## config.mk

```make
export PLATFORM = sky130hd
export DESIGN_NAME = multi_slot_periodic_timer_unit
export DESIGN_NICKNAME = d
export VERILOG_FILES = /design/src/rtl/mspt_pkg.sv /design/src/rtl/multi_slot_periodic_timer_unit.sv /design/src/rtl/mspt_ctrl.sv /design/src/rtl/mspt_dp.sv
export SDC_FILE = /design/constraint.sdc
export NUM_CORES = 1
export LEC_CHECK = 0
export ABC_AREA = 0
export BUFFER_PORTS_ARGS = -buffer_cell sky130_fd_sc_hd__buf_2
export CAP_MARGIN = 0
export CORE_MARGIN = 2
export CORE_UTILIZATION = 45
export CTS_CLUSTER_DIAMETER = 50
export DETAILED_ROUTE_END_ITERATION = 8
export RECOVER_POWER = 50
export SKIP_LAST_GASP = 1
export SYNTH_ARGS = -nofsm -noshare
export SYNTH_HDL_FRONTEND = slang
export SYNTH_HIERARCHICAL = 1
export SYNTH_SLANG_ARGS = --single-unit
```

## constraint.sdc

```tcl
create_clock -name i_clk -period 16 [get_ports i_clk]
set_input_delay 2.4 -clock i_clk [delete_from_list [all_inputs] [get_ports i_clk]]
set_output_delay 2.4 -clock i_clk [all_outputs]
set_load 0.02 [all_outputs]
```

## src/rtl/mspt_pkg.sv

```systemverilog
// Shared types, codes and sizes for the periodic timer table.
package mspt_pkg;

    // Table geometry
    localparam int NUM_SLOTS   = 8;
    localparam int MAX_RESULTS = 8;
    localparam int IDX_W       = (NUM_SLOTS > 1) ? $clog2(NUM_SLOTS) : 1;
    localparam int CNT_W       = $clog2(NUM_SLOTS + 1);
    localparam int REP_W       = $clog2(MAX_RESULTS + 1);

    // Field widths
    localparam int OP_W   = 3;
    localparam int ID_W   = 4;
    localparam int TIME_W = 16;
    localparam int STAT_W = 2;

    // Configuration space
    localparam int          ADDR_W           = 3;
    localparam logic [ADDR_W-1:0] ADDR_MAX_INTERVAL = 3'd0;
    localparam logic [TIME_W-1:0] MAX_INTERVAL_RST  = 16'hFFFF;

    // Operation codes
    typedef enum logic [OP_W-1:0] {
        OP_TICK   = 3'd0,
        OP_CREATE = 3'd1,
        OP_PAUSE  = 3'd2,
        OP_RESUME = 3'd3,
        OP_DELETE = 3'd4,
        OP_GET    = 3'd5
    } t_op;

    // Result status codes
    typedef enum logic [STAT_W-1:0] {
        ST_OK          = 2'd0,
        ST_BAD_INTERVAL = 2'd1,
        ST_NO_SLOT     = 2'd2,
        ST_BAD_ID      = 2'd3
    } t_status;

    // Controller states
    typedef enum logic [1:0] {
        S_IDLE,
        S_EXEC,
        S_SCAN,
        S_FLUSH
    } t_state;

    // Controller to datapath
    typedef struct packed {
        logic latch;   // take the input beat
        logic exec;    // run a non-tick operation and post its result
        logic step;    // advance the scan by one slot
        logic flush;   // post the final tick result
    } t_cmd;

    // Datapath to controller
    typedef struct packed {
        logic in_tick;   // incoming beat is a tick
        logic step_ok;   // current slot can be processed this cycle
        logic scan_last; // scan sits on the highest slot
        logic out_free;  // output register can take a result
    } t_stat;

endpackage

```

## src/rtl/multi_slot_periodic_timer_unit.sv

```systemverilog
// Top level of the periodic timer table: register port, controller and datapath.
//
// A table of eight periodic timers driven by one operation beat at a time.
// A tick visits the slots one per cycle through a single increment-and-compare
// unit (accept, one step per slot, then the post of the final result); each
// expiry is posted while the scan continues, and the scan waits only when the
// output beat ahead is still stalled. Create, pause, resume, delete and get-state
// are accepted, then executed as soon as the output register is free. The next
// operation is taken while the last result still waits in the output register.
// max_interval is written at byte address 0 and must only be changed while idle.
module multi_slot_periodic_timer_unit import mspt_pkg::*; (
    input  logic              i_clk,
    input  logic              i_rst_n,
    // operation channel
    input  logic              i_in_valid,
    output logic              o_in_stall,
    input  logic [OP_W-1:0]   i_op,
    input  logic [ID_W-1:0]   i_slot_id,
    input  logic [TIME_W-1:0] i_interval,
    // result channel
    output logic              o_out_valid,
    input  logic              i_out_stall,
    output logic [STAT_W-1:0] o_status,
    output logic [ID_W-1:0]   o_value,
    output logic              o_fired,
    output logic [ID_W-1:0]   o_fired_id,
    output logic              o_last,
    // register port
    input  logic              psel,
    input  logic              penable,
    input  logic              pwrite,
    input  logic [ADDR_W-1:0] paddr,
    input  logic [31:0]       pwdata,
    output logic [31:0]       prdata,
    output logic              pready
);

    logic [TIME_W-1:0] r_max_interval;
    t_cmd              cmd;
    t_stat             stat;

    // Register port
    assign pready = 1'b1;
    assign prdata = (paddr == ADDR_MAX_INTERVAL) ? 32'(r_max_interval) : '0;

    always_ff @(posedge i_clk) begin
        if (!i_rst_n) begin
            r_max_interval <= MAX_INTERVAL_RST;
        end else if (psel && penable && pwrite && pready
                     && (paddr == ADDR_MAX_INTERVAL)) begin
            r_max_interval <= pwdata[TIME_W-1:0];
        end
    end

    mspt_ctrl u_ctrl (
        .i_clk      (i_clk),
        .i_rst_n    (i_rst_n),
        .i_in_valid (i_in_valid),
        .i_stat     (stat),
        .o_cmd      (cmd),
        .o_in_stall (o_in_stall)
    );

    mspt_dp u_dp (
        .i_clk          (i_clk),
        .i_rst_n        (i_rst_n),
        .i_cmd          (cmd),
        .o_stat         (stat),
        .i_max_interval (r_max_interval),
        .i_op           (i_op),
        .i_slot_id      (i_slot_id),
        .i_interval     (i_interval),
        .i_out_stall    (i_out_stall),
        .o_out_valid    (o_out_valid),
        .o_status       (o_status),
        .o_value        (o_value),
        .o_fired        (o_fired),
        .o_fired_id     (o_fired_id),
        .o_last         (o_last)
    );

    // An accepted beat keeps the block busy for at least the next cycle
    a_busy_after_accept: assert property (@(posedge i_clk) disable iff (!i_rst_n)
        (i_in_valid && !o_in_stall) |=> o_in_stall)
        else $error("input taken again right after an accept");

    // An expiry beat carries a slot id and nothing else
    a_fired_shape: assert property (@(posedge i_clk) disable iff (!i_rst_n)
        (o_out_valid && o_fired) |->
            (o_status == ST_OK) && (o_value == '0) && (o_fired_id != '0))
        else $error("malformed expiry beat");

    // A beat without an expiry has no id and is marked last
    a_no_fire_id: assert property (@(posedge i_clk) disable iff (!i_rst_n)
        (o_out_valid && !o_fired) |-> (o_fired_id == '0) && o_last)
        else $error("non-expiry beat with id or without last");

endmodule

```

## src/rtl/mspt_ctrl.sv

```systemverilog
// Sequencing state machine for the periodic timer table.
module mspt_ctrl import mspt_pkg::*; (
    input  logic  i_clk,
    input  logic  i_rst_n,
    input  logic  i_in_valid,
    input  t_stat i_stat,
    output t_cmd  o_cmd,
    output logic  o_in_stall
);

    t_state r_state;
    t_state n_state;

    // State register
    always_ff @(posedge i_clk) begin
        if (!i_rst_n) begin
            r_state <= S_IDLE;
        end else begin
            r_state <= n_state;
        end
    end

    // Next state
    always_comb begin
        n_state = r_state;
        unique case (r_state)
            S_IDLE: begin
                if (i_in_valid) begin
                    n_state = i_stat.in_tick ? S_SCAN : S_EXEC;
                end
            end
            S_EXEC: begin
                if (i_stat.out_free) begin
                    n_state = S_IDLE;
                end
            end
            S_SCAN: begin
                if (i_stat.step_ok && i_stat.scan_last) begin
                    n_state = S_FLUSH;
                end
            end
            S_FLUSH: begin
                if (i_stat.out_free) begin
                    n_state = S_IDLE;
                end
            end
            default: n_state = S_IDLE;
        endcase
    end

    // Commands
    always_comb begin
        o_cmd       = '0;
        o_in_stall  = 1'b1;
        unique case (r_state)
            S_IDLE: begin
                o_in_stall  = 1'b0;
                o_cmd.latch = i_in_valid;
            end
            S_EXEC:  o_cmd.exec  = i_stat.out_free;
            S_SCAN:  o_cmd.step  = i_stat.step_ok;
            S_FLUSH: o_cmd.flush = i_stat.out_free;
            default: o_cmd = '0;
        endcase
    end

endmodule

```

## src/rtl/mspt_dp.sv

```systemverilog
// Slot table, scan logic and output register of the periodic timer table.
module mspt_dp import mspt_pkg::*; (
    input  logic              i_clk,
    input  logic              i_rst_n,
    input  t_cmd              i_cmd,
    output t_stat             o_stat,
    input  logic [TIME_W-1:0] i_max_interval,
    input  logic [OP_W-1:0]   i_op,
    input  logic [ID_W-1:0]   i_slot_id,
    input  logic [TIME_W-1:0] i_interval,
    input  logic              i_out_stall,
    output logic              o_out_valid,
    output logic [STAT_W-1:0] o_status,
    output logic [ID_W-1:0]   o_value,
    output logic              o_fired,
    output logic [ID_W-1:0]   o_fired_id,
    output logic              o_last
);

    // Latched operation
    logic [OP_W-1:0]   r_op;
    logic [ID_W-1:0]   r_id;
    logic [TIME_W-1:0] r_interval;

    // Slot table
    logic [NUM_SLOTS-1:0] r_used;
    logic [NUM_SLOTS-1:0] r_active;
    logic [TIME_W-1:0]    r_period  [NUM_SLOTS];
    logic [TIME_W-1:0]    r_elapsed [NUM_SLOTS];
    logic [CNT_W-1:0]     r_used_cnt;

    // Scan state
    logic [IDX_W-1:0] r_idx;
    logic [REP_W-1:0] r_nrep;
    logic             r_pend_valid;
    logic [ID_W-1:0]  r_pend_id;

    // Output register
    logic              r_out_valid;
    logic [STAT_W-1:0] r_status;
    logic [ID_W-1:0]   r_value;
    logic              r_fired;
    logic [ID_W-1:0]   r_fired_id;
    logic              r_last;

    logic              out_free;
    logic              tick_en;
    logic [TIME_W-1:0] elapsed_inc;
    logic              expire;
    logic              report;
    logic [ID_W-1:0]   scan_id;

    logic [6:0]        id_ext;
    logic              id_ok;
    logic [IDX_W-1:0]  sel;
    logic              free_found;
    logic [IDX_W-1:0]  free_idx;
    logic              intv_bad;
    logic              table_full;

    // Exec result
    logic [STAT_W-1:0] ex_status;
    logic [ID_W-1:0]   ex_value;

    assign out_free = !r_out_valid || !i_out_stall;

    // Scan of one slot through the shared increment and compare
    assign tick_en     = r_used[r_idx] && r_active[r_idx];
    assign elapsed_inc = r_elapsed[r_idx] + 1'b1;
    assign expire      = tick_en && (elapsed_inc >= r_period[r_idx]);
    assign report      = expire && (r_nrep < REP_W'(MAX_RESULTS));
    assign scan_id     = ID_W'(7'(r_idx) + 7'd1);

    assign o_stat.in_tick   = (i_op == OP_TICK);
    assign o_stat.step_ok   = !(report && r_pend_valid) || out_free;
    assign o_stat.scan_last = (r_idx == IDX_W'(NUM_SLOTS - 1));
    assign o_stat.out_free  = out_free;

    // Id decode for the per-slot operations
    assign id_ext = 7'(r_id) - 7'd1;
    assign id_ok  = (r_id != '0) && (7'(r_id) <= 7'(NUM_SLOTS));
    assign sel    = id_ext[IDX_W-1:0];

    // Lowest free slot
    always_comb begin
        free_found = 1'b0;
        free_idx   = '0;
        for (int i = NUM_SLOTS - 1; i >= 0; i--) begin
            if (!r_used[i]) begin
                free_found = 1'b1;
                free_idx   = IDX_W'(i);
            end
        end
    end

    assign intv_bad   = (r_interval == '0) || (r_interval > i_max_interval);
    assign table_full = (r_used_cnt >= CNT_W'(NUM_SLOTS)) || !free_found;

    // Result of a non-tick operation
    always_comb begin
        ex_status = ST_OK;
        ex_value  = '0;
        unique case (r_op)
            OP_CREATE: begin
                if (intv_bad) begin
                    ex_status = ST_BAD_INTERVAL;
                end else if (table_full) begin
                    ex_status = ST_NO_SLOT;
                end else begin
                    ex_value = ID_W'(7'(free_idx) + 7'd1);
                end
            end
            OP_PAUSE, OP_RESUME, OP_DELETE: begin
                if (!id_ok) begin
                    ex_status = ST_BAD_ID;
                end
            end
            OP_GET: begin
                if (!id_ok) begin
                    ex_status = ST_BAD_ID;
                end else begin
                    ex_value = ID_W'(r_active[sel]);
                end
            end
            default: begin
                ex_status = ST_OK;
                ex_value  = '0;
            end
        endcase
    end

    // Input latch
    always_ff @(posedge i_clk) begin
        if (i_cmd.latch) begin
            r_op       <= i_op;
            r_id       <= i_slot_id;
            r_interval <= i_interval;
        end
    end

    // Slot flags and count
    always_ff @(posedge i_clk) begin
        if (!i_rst_n) begin
            r_used     <= '0;
            r_active   <= '0;
            r_used_cnt <= '0;
        end else if (i_cmd.exec) begin
            unique case (r_op)
                OP_CREATE: begin
                    if (!intv_bad && !table_full) begin
                        r_used[free_idx]   <= 1'b1;
                        r_active[free_idx] <= 1'b1;
                        r_used_cnt         <= r_used_cnt + 1'b1;
                    end
                end
                OP_PAUSE: begin
                    if (id_ok) r_active[sel] <= 1'b0;
                end
                OP_RESUME: begin
                    if (id_ok) r_active[sel] <= 1'b1;
                end
                OP_DELETE: begin
                    if (id_ok) begin
                        if (r_used[sel] && (r_used_cnt != '0)) begin
                            r_used_cnt <= r_used_cnt - 1'b1;
                        end
                        r_used[sel]   <= 1'b0;
                        r_active[sel] <= 1'b0;
                    end
                end
                default: begin
                end
            endcase
        end
    end

    // Period and elapsed storage
    always_ff @(posedge i_clk) begin
        if (i_cmd.step) begin
            if (tick_en) begin
                r_elapsed[r_idx] <= expire ? '0 : elapsed_inc;
            end
        end else if (i_cmd.exec) begin
            unique case (r_op)
                OP_CREATE: begin
                    if (!intv_bad && !table_full) begin
                        r_period[free_idx]  <= r_interval;
                        r_elapsed[free_idx] <= '0;
                    end
                end
                OP_RESUME: begin
                    if (id_ok) r_elapsed[sel] <= '0;
                end
                OP_DELETE: begin
                    if (id_ok) begin
                        r_period[sel]  <= '0;
                        r_elapsed[sel] <= '0;
                    end
                end
                default: begin
                end
            endcase
        end
    end

    // Scan index, report count and held expiry
    always_ff @(posedge i_clk) begin
        if (!i_rst_n) begin
            r_idx        <= '0;
            r_nrep       <= '0;
            r_pend_valid <= 1'b0;
        end else if (i_cmd.latch) begin
            r_idx        <= '0;
            r_nrep       <= '0;
            r_pend_valid <= 1'b0;
        end else if (i_cmd.step) begin
            r_idx <= r_idx + 1'b1;
            if (report) begin
                r_nrep       <= r_nrep + 1'b1;
                r_pend_valid <= 1'b1;
                r_pend_id    <= scan_id;
            end
        end else if (i_cmd.flush) begin
            r_pend_valid <= 1'b0;
        end
    end

    // Output beat register
    always_ff @(posedge i_clk) begin
        if (!i_rst_n) begin
            r_out_valid <= 1'b0;
        end else if (i_cmd.exec) begin
            r_out_valid <= 1'b1;
            r_status    <= ex_status;
            r_value     <= ex_value;
            r_fired     <= 1'b0;
            r_fired_id  <= '0;
            r_last      <= 1'b1;
        end else if (i_cmd.step && report && r_pend_valid) begin
            // a newer expiry shows the held one is not the final beat
            r_out_valid <= 1'b1;
            r_status    <= ST_OK;
            r_value     <= '0;
            r_fired     <= 1'b1;
            r_fired_id  <= r_pend_id;
            r_last      <= 1'b0;
        end else if (i_cmd.flush) begin
            r_out_valid <= 1'b1;
            r_status    <= ST_OK;
            r_value     <= '0;
            r_fired     <= r_pend_valid;
            r_fired_id  <= r_pend_valid ? r_pend_id : '0;
            r_last      <= 1'b1;
        end else if (!i_out_stall) begin
            r_out_valid <= 1'b0;
        end
    end

    assign o_out_valid = r_out_valid;
    assign o_status    = r_status;
    assign o_value     = r_value;
    assign o_fired     = r_fired;
    assign o_fired_id  = r_fired_id;
    assign o_last      = r_last;

endmodule

```

# ---- Yosys cells after proc, flatten, opt, wreduce, memory -nomap -nowiden
# Memory sizes are Yosys's and may differ from the RTL's. A register that Yosys moved wholly into a read port is not among the register bits.
# Cells that the tools add are included.
dict set report word_totals {
  ff_bits 86
  latchBits 0
  ramBits 256
  mem_bits_ro 0
  input_bits 65
  output_inout_bits 47
  elab_cells 226
  memories 2
}
dict set report op_classes {
  addsub 8
  mul 0
  div_mod_pow 0
  magnitude_cmp 10
  eq_ne 19
  n_shift 0
  n_mux 110
  bitwise_logic 9
  n_reduce_logical 50
}
# name words width rd rd_clocked_by_memory_dff wr line_no
set memory_table {}
lappend memory_table {u_dp.r_elapsed 8 16 1 1 1 mspt_dp.sv:29} ;# logic [TIME_W-1:0] r_elapsed [NUM_SLOTS];
lappend memory_table {u_dp.r_period 8 16 1 1 1 mspt_dp.sv:28} ;# logic [TIME_W-1:0] r_period [NUM_SLOTS];
# op count
set op_table {}
lappend op_table {{16-bit two-way mux} 6}
lappend op_table {{1-bit two-way mux} 51}
lappend op_table {{16-bit OR reduction} 3}
lappend op_table {{3-bit two-way mux} 15}
lappend op_table {{4-bit two-way mux} 11}
lappend op_table {{8-bit two-way mux} 5}
lappend op_table {{8-bit bitwise OR} 3}
lappend op_table {{8-bit case mux with 3 select lines} 1}
lappend op_table {{2-bit two-way mux} 10}
lappend op_table {{16-bit by 1-bit adder with 16-bit output (second input constant)} 1}
lappend op_table {{8-bit bitwise AND} 2}
lappend op_table {{16-bit >= comparator} 1}
lappend op_table {{16-bit greater-than comparator} 1}
lappend op_table {{16-bit zero test} 1}
lappend op_table {{4-bit case mux with 2 select lines} 2}
lappend op_table {{8-bit case mux with 2 select lines} 1}
lappend op_table {{1-bit logical AND} 15}
lappend op_table {{2-bit by 1-bit inequality test with 1-bit output (second input constant)} 7}
lappend op_table {{1-bit binary-select mux with 3-bit select} 4}
lappend op_table {{3-bit by 4-bit < comparator with 1-bit output (second input constant)} 3}
lappend op_table {{5-bit AND reduction} 2}
lappend op_table {{3-bit equality test (second input constant)} 3}
lappend op_table {{3-bit by 1-bit adder with 4-bit output (second input constant)} 2}
lappend op_table {{4-bit by 1-bit adder with 4-bit output (second input constant)} 2}
lappend op_table {{31 further kinds} 54}

# ---- Logic depth before layout (Yosys ltp)
dict set report logic_depth {
  ltp_word 20
  depth_mapped 27
}

# ---- By module
# The synthesis kept the hierarchy.
# mod instances cells_per_inst area_per_inst_um2 seq_area_each_um2
set by_module_without_submodules {}
lappend by_module_without_submodules {mspt_dp 1 921 14533.9 9499.1}
lappend by_module_without_submodules {multi_slot_periodic_timer_unit 1 110 912.1 320.3}
lappend by_module_without_submodules {mspt_ctrl 1 18 122.6 40.0}

# ---- Least setup slack after synthesis
# OpenSTA, ideal clock, no wires.
dict set report synth_timing {
  kind {register to register}
  from {register with a tool-made name}
  to {memory u_dp.r_elapsed[6][0] (enable)}
  arrival_time_ps 5862
  required_ps 15591
  setup_slack_ps 9729
  stages_incl_launch_ff 23
  period_less_slack_ps 6271
  path_cell_list {dfxtp_1 -> buf_6 -> buf_6 -> buf_2 -> buf_2 -> buf_2 -> mux4_2 -> mux2i_1 -> ha_1 -> a21o_1 -> a21o_1 -> a21oi_1 -> nand3_1 -> a41oi_1 -> nor3_1 -> nand4_1 -> nand2_1 -> nor2_1 -> clkbuf_1 -> nor2b_1 -> nand3_1 -> mux2_2 -> nor3_1}
}
# element line_no
set synth_rtl {}
lappend synth_rtl {{end: declaration} mspt_dp.sv:29}

==> results by group <==
Clocking
  • Hold_buf cts: 0
  • Clock slew at reported path FFs: approximately 0.060 ns
  • CTS Buffer Depth: 3
  • Clk sinks: 345
  • Number of buffers inserted during clock tree synthesis: 39
  • Clk_lat worst skew: ~0.53 ns
  • CTS H-Tree Depth: 2
  • Post-CTS Setup Repair Bufs: 0
  • Resized cells post-CTS: 0
  • TritonCTS clock tree: built
  • Clk Tree Root Cell: clkbuf_16

Power
  • Total leakage power: about 6 nW
  • Final Power: 1.97 mW
  • VDD IR-drop max: slightly above 0.00008 V
  • Pwr dens: about 110 mW/mm^2

Floorplan
  • Cell Rows: a little under 70
  • Initial core utilization: 0.454
  • Die W: 190 um
  • Die H: 190 um
  • # IOs: between 100 and 150
  • Core ar.: 0.0343 mm^2
  • Die area: between 0.03 and 0.04 mm^2

Timing
  • RSZ-0062 raised after global routing: no
  • Hold WS: 0.518 ns
  • Tmin final: 10.23 ns
  • Final Skew: 0.0277 ns
  • Fmax: 97.8 MHz
  • Pins Over Slew Limit: between 90 and 100
  • Period utilisation layout: 0.639
  • TNS Setup: 0 ns
  • Worst slew margin: -0.539
  • Final Setup Violations: 0
  • Slew at the pin closest to its max-slew limit: about 2.3 ns
  • Hold Vio Cnt, Final: 0

Synth
  • Asr flop ratio synth: 0
  • Ys Warns: 6
  • EDFF count, synth: just under 300
  • Post-synth cell types: between 60 and 70
  • Largest cells by area after synthesis: edfxtp_1 (57%), mux4_2 (8.4%), dfxtp_1 (6.4%)
  • Dominant cell type by area after synthesis: edfxtp_1
  • Most frequent cell after synthesis: edfxtp_1
  • Sequential-to-total area share from yosys stat: 0.633
  • Top cell type's share of synthesized area: 0.569
  • Mapped Cells: between 1000 and 1500
  • Synthesis-stage register bit count: between 300 and 400
  • Avg Cell Area, Syn: 14.8 um^2
  • Top cells by count, synth: edfxtp_1 (295), mux4_2 (58), and2_1 (56)
  • Syn Std Cell Area: roughly 0.016 mm^2
  • Synth Flop Type: edfxtp_1

Cells and area
  • Nets@finish: 1247
  • Share of post-route cells with drive strength above 1: 0.184
  • Syn-to-layout area delta: 13.2%
  • Antenna diodes: 0

Worst setup path
  • Type of the worst setup path: reg2reg
  • Crit start category: register
  • Worst EP arrival: between 10 and 15 ns
  • CP required: approximately 16 ns
  • Critical Path Fanout Max: 33
  • CP Capture Type: register

Hold path
  • Worst Hold Class: reg2reg

Detailed routing
  • WL per Instance: roughly 20 um
  • DRC violations left: 0
  • First DRT Iteration DRCs: roughly 680
  • Via density: between 5 and 6
  • Post-Route WL: ~32000 um
  • First-pass DRT Iterations: 5
  • Post-route ant nets: 0
  • Via count: 8873

Placed design
  • GPL Wtd Cong: about 0.85
  • Buffers on Ports: between 70 and 80
  • Post-DP HPWL: ~20000 um

Global route
  • GRT Total Usage: 0.181
  • First-pass GRT wire length: about 50000 um
  • Overflow left after global routing: 0
  • Vias in the first global route: 8981
  • Antenna violations before repair: 0
  • Largest net degree at the start of global routing: 45

Run status
  • Failing checks: max-capacitance violations, max-slew violations
  • Outcome: finished, violations left

Run
  • Max-cap violations: 3
layout by cell type, fill, tap and decap left out, drive strengths merged, types with 7 or more instances in the layout:
master  synthesis  routed
a21o            9       9
a21oi          26      26
a31oi          11      11
and2           56      56
buf            37      73
clkbuf         27      76
clkinv          0      16
conb            2      17
dfxtp          50      50
edfxtp        295     295
ha             40      40
inv            49      51
mux2i          40      40
mux4           66      66
nand2          55      55
nand2b          7       7
nand3          27      27
nand4          11      11
nor2           45      45
nor2b           9       9
nor3           16      16
nor4            9       9
o211ai         14      14
o21ai          51      51
o311ai         16      16
xnor2          17      17
xor2           11      11
sequential cells by signal, summed over array words and instances (netlist names), named ones only:
register and flops:
u_dp/r_period 128, u_dp/r_nrep 4, u_dp/o_last 1, u_dp/o_fired 1
u_dp/o_out_valid 1, u_dp/o_fired_id 4, r_max_interval 16, u_dp/r_idx 3
u_dp/r_id 4, u_ctrl/r_state 2, u_dp/r_interval 16, u_dp/r_used 8
u_dp/r_active 8, u_dp/r_elapsed 128, u_dp/r_pend_valid 1, u_dp/r_used_cnt 4
u_dp/r_pend_id 4, u_dp/r_op 3, u_dp/o_value 4, u_dp/o_status 2
critical path: stages, from the launching register on:
cell	delay (ns)
dfxtp_1	1.38
clkbuf_1	1.72
mux4_1	0.59
mux2i_1	0.15
a2111oi_0	0.68
nor3b_1	0.33
nand2_1	0.11
xor2_1	0.22
ha_1	0.29
a21o_1	0.18
a21o_1	0.17
a21oi_1	0.16
nand3_1	0.11
a41oi_1	0.45
nor3_1	0.19
nand4_1	0.20
nand2_1	0.07
nor2_1	0.09
clkbuf_1	0.52
or2_0	0.88
a21oi_1	0.20
nor2_1	0.15
clkbuf_1	0.90
logic make-up after synthesis:
family / count (synthesis) / synth area share
DFF: 345 / 0.633
and+or+nand+nor: 253 / 0.0858
AOI/OAI and AO/OA: 155 / 0.0664
buffers and inverters: 113 / 0.0366
muxes: 112 / 0.128
adders and majority gates: 41 / 0.0334
xor gates and xnor gates: 28 / 0.0158
other: 2 / 0.000482
where the power goes:
| part | switching [mW] | internal (mW) |
|---|---|---|
| logic | 0.0609 | 0.0291 |
| clock network | 0.346 | 0.541 |
| registers | 0.00767 | 0.988 |
per-layer routing:
metal / vias up / part of all wire / global-route usage
met5: - / 0 / 0
met4: 0 / 0.015 / 0.0408
met3: 43 / 0.049 / 0.0286
met2: 246 / 0.49 / 0.306
met1: 4377 / 0.45 / 0.248
li1: 4207 / - / -
final cells by class:
class                           instances  area [um^2]
Fill cell                            2883        16700
Sequential cell                       345         9860
Multi-Input combinational cell        606         5210
Clock buffer                           49         1070
Tap cell                              455          569
Timing Repair Buffer                  100          504
Clock inverter                         22          234
Inverter                               49          184
stage by stage:
step | std cells | cell area (um^2) | setup slack [ns] | utilization
global placement | 1555 | 16400 | 8.51 | 0.479
global route | 1626 | 17600 | 4.79 | 0.514
detailed placement | 1555 | 16400 | 8.49 | 0.479
CTS | 1626 | 17700 | 8.44 | 0.517
finish | 1626 | 17600 | 5.77 | 0.514
floorplan | 1064 | 15600 | 9.73 | -
path summary, 6_finish.rpt:
path | from | slack [ns] | depth (start not counted) | to
min reg2reg | u_dp/o_out_valid | 0.52 | 2 | u_dp/o_out_valid
max | register | 5.77 | 22 | u_dp/r_period[2][0]
min | u_dp/o_out_valid | 0.52 | 2 | u_dp/o_out_valid
max reg2reg | register | 5.77 | 22 | u_dp/r_period[2][0]
No activity file was read; power rests on OpenSTA's default activity.
